===== src/sv/crvs_pkg.sv =====
// Shared types and constants for the center-ray volume sampler.
package crvs_pkg;
  localparam int CFG_IDX_W = 3;
  localparam logic [CFG_IDX_W-1:0] REG_CENTER_ROW   = 3'd0;
  localparam logic [CFG_IDX_W-1:0] REG_CENTER_COL   = 3'd1;
  localparam logic [CFG_IDX_W-1:0] REG_CENTER_SLICE = 3'd2;
  localparam logic [CFG_IDX_W-1:0] REG_SCALE_ROW    = 3'd3;
  localparam logic [CFG_IDX_W-1:0] REG_SCALE_COL    = 3'd4;
  localparam logic [CFG_IDX_W-1:0] REG_SCALE_SLICE  = 3'd5;
  localparam logic [CFG_IDX_W-1:0] REG_SAMPLE_COUNT = 3'd6;

  // Query command handed from the front end to the sampler.
  typedef struct packed {
    logic [4:0] row;
    logic [4:0] col;
    logic [4:0] slice;
    logic       at_center;
    logic [6:0] count;
  } query_t;
endpackage


===== src/sv/crvs_front.sv =====
// Front end: accepts items, performs voxel writes, queues masked queries.
module crvs_front
  import crvs_pkg::*;
#(
  parameter int ROWS = 32,
  parameter int COLS = 32,
  parameter int SLICES = 32,
  parameter int MAX_SAMPLES = 64,
  parameter int AW = 15
) (
  input  logic              clk,
  input  logic              rst,
  input  logic              in_valid,
  output logic              in_stall,
  input  logic              opcode,
  input  logic [4:0]        voxel_row,
  input  logic [4:0]        voxel_col,
  input  logic [4:0]        voxel_slice,
  input  logic signed [15:0] voxel_value,
  input  logic              in_mask,
  input  logic [15:0]       center_row,
  input  logic [15:0]       center_col,
  input  logic [15:0]       center_slice,
  input  logic [6:0]        sample_count,
  input  logic              back_idle,
  output logic              wr_en,
  output logic [AW-1:0]     wr_addr,
  output logic [15:0]       wr_data,
  output logic              q_valid,
  output query_t            q_data,
  input  logic              q_pop
);
  localparam int QD = 4;
  query_t     fifo [QD];
  logic [1:0] rd_ptr, wr_ptr;
  logic [2:0] fill;
  logic       acc, push, in_range;
  query_t     cmd;
  logic [6:0] cnt;

  // a write waits until every earlier query has read the store
  assign in_stall = (fill == 3'(QD)) ||
                    (!opcode && ((fill != 3'd0) || !back_idle));
  assign acc = in_valid && !in_stall;
  assign push = acc && opcode && in_mask;
  assign in_range = (32'(voxel_row) < ROWS) && (32'(voxel_col) < COLS) &&
                    (32'(voxel_slice) < SLICES);

  always_comb begin
    cnt = sample_count;
    if (cnt == 7'd0) cnt = 7'd1;
    if (32'(cnt) > MAX_SAMPLES) cnt = 7'(MAX_SAMPLES);
    cmd.row = voxel_row;
    cmd.col = voxel_col;
    cmd.slice = voxel_slice;
    cmd.count = cnt;
    cmd.at_center = (center_row == {3'd0, voxel_row, 8'd0}) &&
                    (center_col == {3'd0, voxel_col, 8'd0}) &&
                    (center_slice == {3'd0, voxel_slice, 8'd0});
  end

  always_ff @(posedge clk) begin
    wr_en <= acc && !opcode && in_range && !rst;
    wr_addr <= AW'((32'(voxel_row) * COLS + 32'(voxel_col)) * SLICES + 32'(voxel_slice));
    wr_data <= voxel_value;
    if (push) fifo[wr_ptr] <= cmd;
  end

  always_ff @(posedge clk) begin
    if (rst) begin
      rd_ptr <= '0;
      wr_ptr <= '0;
      fill <= '0;
    end else begin
      if (push) wr_ptr <= wr_ptr + 2'd1;
      if (q_pop) rd_ptr <= rd_ptr + 2'd1;
      fill <= fill + 3'(push) - 3'(q_pop);
    end
  end

  assign q_valid = (fill != 3'd0);
  assign q_data = fifo[rd_ptr];
endmodule


===== config.mk =====
export PLATFORM = sky130hd
export DESIGN_NAME = crvs_front
export DESIGN_NICKNAME = d
export VERILOG_FILES = /design/src/sv/crvs_pkg.sv /design/src/sv/crvs_front.sv
export SDC_FILE = /design/constraint.sdc
export NUM_CORES = 1
export LEC_CHECK = 0
export ABC_AREA = 1
export BUFFER_PORTS_ARGS = -buffer_cell sky130_fd_sc_hd__clkbuf_2
export CAP_MARGIN = 20
export CORE_MARGIN = 4
export CORE_UTILIZATION = 46
export CTS_BUF_LIST = sky130_fd_sc_hd__clkbuf_4 sky130_fd_sc_hd__clkbuf_8 sky130_fd_sc_hd__clkbuf_16
export DETAILED_ROUTE_END_ITERATION = 12
export PLACE_DENSITY = 0.79
export SETUP_SLACK_MARGIN = 0.1
export SLEW_MARGIN = 5
export SYNTH_ARGS = -nofsm -noshare
export SYNTH_HDL_FRONTEND = slang
export SYNTH_SLANG_ARGS = --single-unit

===== constraint.sdc =====
create_clock -name clk -period 2.1 [get_ports clk]
set_clock_uncertainty 0.15 [all_clocks]
set_input_delay 0.105 -clock clk [delete_from_list [all_inputs] [get_ports clk]]
set_output_delay 0.105 -clock clk [all_outputs]
set_load 0.1 [all_outputs]

==> results.md, run 1 <==
- The routed design could run at a clock period as short as just over 2000 ps.
- The number of nets handed over by synthesis was approximately 540.
- Setup violations remaining at the end of the flow were counted as 0.
- The number of hold violations in the final report is 0.
- The via-per-instance ratio is approximately 5.
- In this run the remaining antenna-violating nets after routing total 0.
- The design area is around 8000 µm².
- Averaged over all synthesized cells, the footprint is roughly 11 µm².
- The first detailed-routing pass ran for 5 iterations.
- Global routing finished with a remaining overflow of 0.
- The yosys synthesis warning count is 0.
- The floorplan row count is 38.
- The estimated wirelength of the detail-placed design is between 7000 and 8000 µm.
- The full die area is between 10000 and 15000 µm².
- The area growth from synthesis to layout is 61.1%.
- The critical setup path kind is register to primary output.
- The initial antenna violation count is 1.
- The number of top-level pins is 150.
- For this design the static power due to leakage is roughly 0.0034 µW.
- The congestion estimate from routability-driven global placement came to around 0.81.
- The detailed router finished its first iteration with 285 violations.
- The die is 113 µm wide.
- The number of clock buffers added by TritonCTS is 17.
- The cell area after technology mapping is between 5000 and 6000 µm².
- The worst setup path is launched from a register.
- The max-slew violation count is 0.
- The transition time of the tightest slew-check pin is ~570 ps.
- Clock-pin slew was measured on the worst setup and hold paths at approximately 60 ps.
- VDD sags by at most 0.711 mV.
- The number of remaining DRC errors is 0.
- In this run the critical register-to-register path is launched from fill[0].
- CTS placed an instance of sky130_fd_sc_hd__clkbuf_8 at the clock tree root.
- At the worst endpoint, the arrival time is between 1500 and 2000 ps.
- Summing internal, switching and leakage power gives between 7000 and 8000 µW.
- Static timing analysis puts the maximum clock frequency at just under 500 MHz.
- The register area share after synthesis is between 70% and 80%.
- For this configuration, the core starts out at a cell density of a little under half.
- The number of sinks on the clock net is 133.
- Of all nets on the critical path, the largest fanout is 6.
- The post-route netlist has between 40 and 50% of its cells at a drive strength greater than 1.
- Following the worst setup path forward leads to its endpoint at q_data[21].
- The worst slew margin relative to its limit is between 60% and 70%.
- After detailed placement, the total cell area comes to 6520 µm².
- The number of max-cap violations is 0.
- The capturing point of the worst reg2reg path is fill[2].
- The number of distinct standard cells referenced by the synthesized netlist is 27.
- The depth of the CTS H-tree is 4.
- The number of standard cells after synthesis is between 400 and 500.
- The synthesized flop and latch total is ~130.
- After detailed routing, the average wire length per cell comes to about 18 µm.
- Data on the critical path is required at its endpoint by around 1900 ps.
- The element type at the critical path end is a primary output.
- For the worst flop-to-flop path, the logic depth is 11.
- The first-pass GRT wire length is roughly 21000 µm.
- After the last flow step, the layout net total stands at ~780.
- Setup repair after global routing could not meet its margin everywhere.
- The maximum number of pins on one net before global-route repair is 24.
- Summing over every cut layer, the via total after detailed routing is approximately 4300.
- The worst-case clock buffer depth is 2.
- The insertion delay to the later sink of the worst-skew pair is about 530 ps.
- The chip height is roughly 110 µm.
- In the global route stage, overall resource usage came out at between 20% and 30%.
- The flop-to-flop setup slack is approximately 60 ps.
- The share of the clock period used by the worst path is a little over nine tenths.
- The run finished with clean final reports.
- The power density over cell area is 923 nW/µm².
- The count of buffers from port buffering is approximately 150.
- The area of the core is between 10000 and 15000 µm².
- The TritonCTS clock tree is yes.
- The class of the most critical hold timing path is input port to register.
- Wires add up to 15200 µm.
- The number of global-route vias before repair is between 4000 and 5000.
-- cells in the mapped netlist (all sizes together) --
library cell  instances  share of area (%)
a21oi                 3               0.30
edfxtp               92                 55
inv                  51                3.9
ha                    6                1.5
fa                    1               0.40
or2                   3               0.37
o21ai                51                5.0
nor2                 96                7.2
buf                  12                2.0
o21bai                1               0.22
nor3                  1              0.099
clkbuf                2               0.17
nand3                 2               0.20
nand2                53                4.0
dfxtp                41                 16
xnor2                 1               0.17
nand4                 5               0.91
o22ai                23                2.8
-- where the power goes --
| group | switching, µW | leakage [µW] | internal [µW] |
|---|---|---|---|
| Combinational | 1270 | 0.00198 | 637 |
| Sequential | 51.3 | 0.00118 | 2890 |
| Clock | 1170 | 0.000266 | 1510 |
-- registers in the layout, summed over array words and instances (netlist names), named ones only --
| register | flops |
|---|---|
| fill | 3 |
| wr_data | 16 |
| rd_ptr | 2 |
| fifo | 92 |
| wr_ptr | 2 |
| wr_en | 1 |
| wr_addr | 15 |
-- metrics by stage --
step / util, % / setup TNS, ps / worst slack [ps] / std cells / hold WS [ps]
2_1_floorplan: - / -5750 / -62.5 / 444 / -17.3
3_3_place_gp: 60.4 / 0 / 81.8 / 731 / 57.2
3_5_place_dp: 60.4 / -40.9 / -40.9 / 731 / 58.9
4_1_cts: 71.4 / 0 / 43.1 / 821 / 1.33
5_1_grt: 75.6 / -18.7 / -13.8 / 831 / 48.7
6_report: 75.6 / 0 / 46.5 / 831 / 40.0
-- kinds of logic (layout without fill, tap and decap cells) --
logic type / after synthesis / in the layout / synth area share [%]
buf+inv: 65 / 311 / 6.12
flops: 133 / 133 / 70.7
xor+xnor: 1 / 1 / 0.173
simple gates: 160 / 160 / 12.7
other cells: 0 / 1 / 0
compound gates: 78 / 78 / 8.39
fa+ha+maj: 7 / 7 / 1.88
-- cell type report --
type / instances / area (µm²)
timing repair buffer: 223 / 1950
sequential: 133 / 3600
tap: 140 / 175
clock inverter: 14 / 113
timing repair inverter: 5 / 85.1
antenna: 1 / 2.50
clock buffer: 18 / 428
fill: 606 / 2630
multi-input combinational: 246 / 1600
inverter: 51 / 209
-- worst max-delay path, stage by stage (launching register included) --
cell,delay [ps]
sky130_fd_sc_hd__dfxtp_4,440
sky130_fd_sc_hd__buf_12,150
sky130_fd_sc_hd__buf_8,130
sky130_fd_sc_hd__o21ai_2,70
sky130_fd_sc_hd__o22ai_2,260
sky130_fd_sc_hd__buf_12,210
-- routing by layer --
layer  track usage, %  vias up  share of wire [%]
met3             5.24       50                6.7
met5                0        -                  0
li1                 -     1981                  -
met1             23.0     2034                 36
met4             11.1        0                3.8
met2             38.7      216                 53
-- worst min-delay path by stage --
stage,cells past startpoint,slack (ps),to,start
4_1_cts,8,1,fifo[1][7],center_col[14]
5_1_grt,2,50,wr_data[15],voxel_value[15]
3_5_place_dp,1,60,wr_data[7],voxel_value[7]
6_report,8,40,fifo[1][7],center_col[14]
2_1_floorplan,0,-20,wr_addr[0],voxel_slice[0]
3_3_place_gp,1,60,wr_data[2],voxel_value[2]
-- layout by cell type (no fill, tap or decap), types with 5 or more instances in the layout --
| cell | count |
|---|---|
| sky130_fd_sc_hd__clkbuf_2 | 124 |
| sky130_fd_sc_hd__edfxtp_1 | 92 |
| sky130_fd_sc_hd__nor2_1 | 87 |
| sky130_fd_sc_hd__nand2_1 | 52 |
| sky130_fd_sc_hd__dlygate4sd3_1 | 49 |
| sky130_fd_sc_hd__inv_1 | 47 |
| sky130_fd_sc_hd__dfxtp_1 | 37 |
| sky130_fd_sc_hd__buf_12 | 30 |
| sky130_fd_sc_hd__o21ai_2 | 29 |
| sky130_fd_sc_hd__o22ai_2 | 20 |
| sky130_fd_sc_hd__clkbuf_16 | 19 |
| sky130_fd_sc_hd__o21ai_1 | 10 |
| sky130_fd_sc_hd__nor2_2 | 8 |
| sky130_fd_sc_hd__o21ai_4 | 8 |
| sky130_fd_sc_hd__buf_4 | 7 |
| sky130_fd_sc_hd__inv_6 | 6 |
| sky130_fd_sc_hd__buf_6 | 5 |
-- what timing repair did --
action                     CTS  global route
gates cloned                 3             5
pin swaps                    6            33
hold endpoints to repair   133             0
setup buffers                5             5
setup endpoints to repair   25            26
resized for setup           27           105
hold buffers                50             0
Power figures use the tool's default switching activity.
==> run 2, diff against run 1 <==
--- a/config.mk
+++ b/config.mk
@@ -12,6 +12,7 @@
 export CORE_UTILIZATION = 46
 export CTS_BUF_LIST = sky130_fd_sc_hd__clkbuf_4 sky130_fd_sc_hd__clkbuf_8 sky130_fd_sc_hd__clkbuf_16
 export DETAILED_ROUTE_END_ITERATION = 12
+export GPL_TIMING_DRIVEN = 0
 export PLACE_DENSITY = 0.79
 export SETUP_SLACK_MARGIN = 0.1
 export SLEW_MARGIN = 5
==> run 2 against run 1 <==
Against the previous run:
- setup slack lost 73 ps
- maximum frequency shrank 3.4%
- die area is the same
- highest routed layer unchanged
- critical endpoint is now fifo[0][21]
- first-iteration DRC count grew 27%
- sequential power is essentially flat
- final cell count is the same
- the flow now finishes with violations (negative setup slack)
- critical path depth is the same
- core utilization grew 0.67 points
==> results.md, run 2 (synthesized netlist as in run 1, its figures left out) <==
- The met3 wire length came to 1190 µm (+17%).
- The total clock buffers created by CTS is 17 (unchanged).
- The number of hold violations in the final report is 0 (unchanged).
- The start point of the worst hold path is center_col[1].
- The static leakage is 0.00347 µW (+1.2%).
- The total via count after detailed routing is 4300 (+0.44%).
- The number of flip-flops in the largest register is 92 (unchanged).
- The full die area is 12800 µm² (unchanged).
- Setup repair after global routing could not meet its margin everywhere.
- The met1 routed wirelength after detailed routing is 5620 µm (+2.8%).
- The number of global-route vias before repair was 4375 (+3.2%).
- The floorplan row count is 38 (unchanged).
- The largest registers in the layout are fifo x92, wr_data x16, wr_addr x15.
- The transition time of the tightest slew-check pin is 947 ps (+375 ps).
- The final cell count without fillers is 831 (unchanged).
- The maximum number of pins on one net before global-route repair is 17 (-29%).
- The number of search-and-repair iterations in the first detailed-routing pass was 5 (unchanged).
- The data arrival at the endpoint of the critical path was 2200 ps (+400 ps).
- The worst slew margin relative to its limit is 36.8% (-25 points).
- The clock-pin transition on the worst setup and hold timing paths is 60 ps (about the same).
- After detailed routing, no signal wire sits above met4.
- Leaving out fill and tap cells, the most frequent cells in the layout are sky130_fd_sc_hd__clkbuf_2 (124), sky130_fd_sc_hd__edfxtp_1 (92), sky130_fd_sc_hd__nor2_1 (75).
- The number of top-level pins came to 150 (unchanged).
- The number of remaining DRC errors was 0 (unchanged).
- The share of final-layout standard cells stronger than drive strength 1 is 42.8% (-0.29 points).
- The worst register-to-register path ends at fifo[0][21].
- The worst path required time is 2170 ps (+320 ps).
- The achievable frequency came to 470 MHz (-3.4%).
- The insertion delay to the later sink of the worst-skew pair is 510 ps (-20 ps).
- The final-layout setup total negative slack was -226 ps (-226 ps).
- The met2 wire length is 8230 µm (+1.8%).
- The number of DRC markers after the initial detailed-route iteration came to 362 (+27%).
- The first-pass GRT wire length was 21200 µm (+2.6%).
- The worst-case vdd ir drop is 0.509 mV (-28%).
- The chip height is 113 µm (unchanged).
- The share of the core filled with cells in the final layout is 76.3% (+0.67 points).
- The initial antenna violation count is 0 (-1).
- The number of max-cap violations came to 0 (unchanged).
- The routability-driven placement congestion ratio came to 0.833 (+2.4%).
- The flow ran to the end, but the final reports show violations.
- The initial standard-cell utilization of the core came to 47.0% (unchanged).
- The worst reg2reg path startpoint is wr_ptr[0].
- The minimum clock period after layout came to 2130 ps (+72.8 ps).
- The length in cells of the worst reg-to-reg path was 5 (-6).
- The maximum fanout count along the critical path is 14 (+8).
- The total wire length was 15500 µm (+2.5%).
- The estimated wirelength of the detail-placed design is 8580 µm (+12%).
- The TritonCTS clock tree is yes.
- The element type at the critical path end is a register.
- The cell depth of the worst hold path came to 8 (unchanged).
- The total overflow reported by the global router is 0 (unchanged).
- The worst-case clock buffer depth came to 2 (unchanged).
- The setup violation total in the final timing report is 10 (+10).
- The count of buffers from port buffering is 149 (unchanged).
- The share of the clock period used by the worst path came to 101% (+3.5 points).
- The average detailed-routed wire length per instance is 18.7 µm (+2.5%).
- The register with the most flip-flops is fifo.
- The width of the chip is 113 µm (unchanged).
- The startpoint of the worst setup timing path is wr_ptr[0].
- The remaining antenna violation count is 0 (unchanged).
- The max-slew violation count is 0 (unchanged).
- The number of sinks on the clock net is 133 (unchanged).
- The depth of the CTS H-tree is 4 (unchanged).
- The via-per-instance ratio is 5.17 (+0.44%).
- The total routing usage reported by global routing was 21.6% (+0.24 points).
- The final net count is 777 (unchanged).
- The final reports fail on negative setup slack.
- The worst hold path belongs to the class input port to register.
- The power density over cell area is 947 nW/µm² (+2.6%).
- The CTS root buffer is sky130_fd_sc_hd__clkbuf_8.
- The setup slack after layout was -26.2 ps (-72.8 ps).
- The flop-to-flop setup slack is -30 ps (-90 ps).
- The post-route worst hold slack is 56.0 ps (+16.0 ps).
- The area of the core was 10800 µm² (unchanged).
- The critical setup path kind is register to register.
- Compared with the post-synthesis result, the final layout area differs by 62.5%.
- The commonest non-fill, non-tap cell in the layout is sky130_fd_sc_hd__clkbuf_2.
- The type of element launching the critical path is a register.
- For hold timing, the worst endpoint is fifo[0][7].
- The count of placed standard cells including taps is 737 (+0.82%).
## run 2: power breakdown
part	switching [µW]	internal (µW)	leakage, µW	total, µW
Clock	1130	1810	0.000280	2940
Combinational	1260	657	0.00201	1920
Sequential	46.4	2890	0.00118	2940
## run 2: what timing repair did
action                                  CTS  global route
buffers inserted                          7             4
endpoints found under the setup margin   66            73
gates cloned                              0             6
hold buffers                             44             0
pin swaps                                 6            30
endpoints found under the hold margin   129             0
resized for setup                        75           120
## run 2: worst max-delay path by stage
stage / endpoint / slack (ps) / cells past startpoint
3_5_place_dp: fill[2] / -150 / 11
4_1_cts: fifo[0][12] / 20 / 5
2_1_floorplan: fifo[0][0] / -60 / 4
5_1_grt: fifo[0][19] / -150 / 5
3_3_place_gp: fifo[3][17] / -840 / 4
6_report: fifo[0][21] / -30 / 5
## run 2: cell type report
class	instances	area, µm²
Antenna cell	1	2.50
Buffer	14	193
Clock buffer	17	414
Clock inverter	15	178
Fill cell	579	2560
Inverter	51	220
Multi-Input combinational cell	246	1630
Sequential cell	133	3600
Tap cell	140	175
Timing Repair Buffer	213	1820
Timing Repair inverter	1	8.76
## run 2: critical path, cell delays in order, from the launching register on
cell and delay [ps]:
sky130_fd_sc_hd__dfxtp_1 340, sky130_fd_sc_hd__inv_1 160, sky130_fd_sc_hd__ha_1 190, sky130_fd_sc_hd__inv_1 50, sky130_fd_sc_hd__nor2_2 700, sky130_fd_sc_hd__buf_8 250
## run 2: stage by stage
step | total power (µW) | worst slack [ps] | area, µm²
5_1_grt | 8030 | -152 | 8230
6_report | 7800 | -26.2 | 8240
3_3_place_gp | 4340 | -840 | 6130
3_5_place_dp | 4390 | -148 | 6200
2_1_floorplan | 4060 | -62.5 | 5210
4_1_cts | 7560 | 20.7 | 7630
## run 2: metal layers
layer	global-route usage [%]	up-vias
li1	-	1977
met1	23.9	2023
met2	38.5	253
met3	6.10	47
met4	9.78	0
met5	0	-
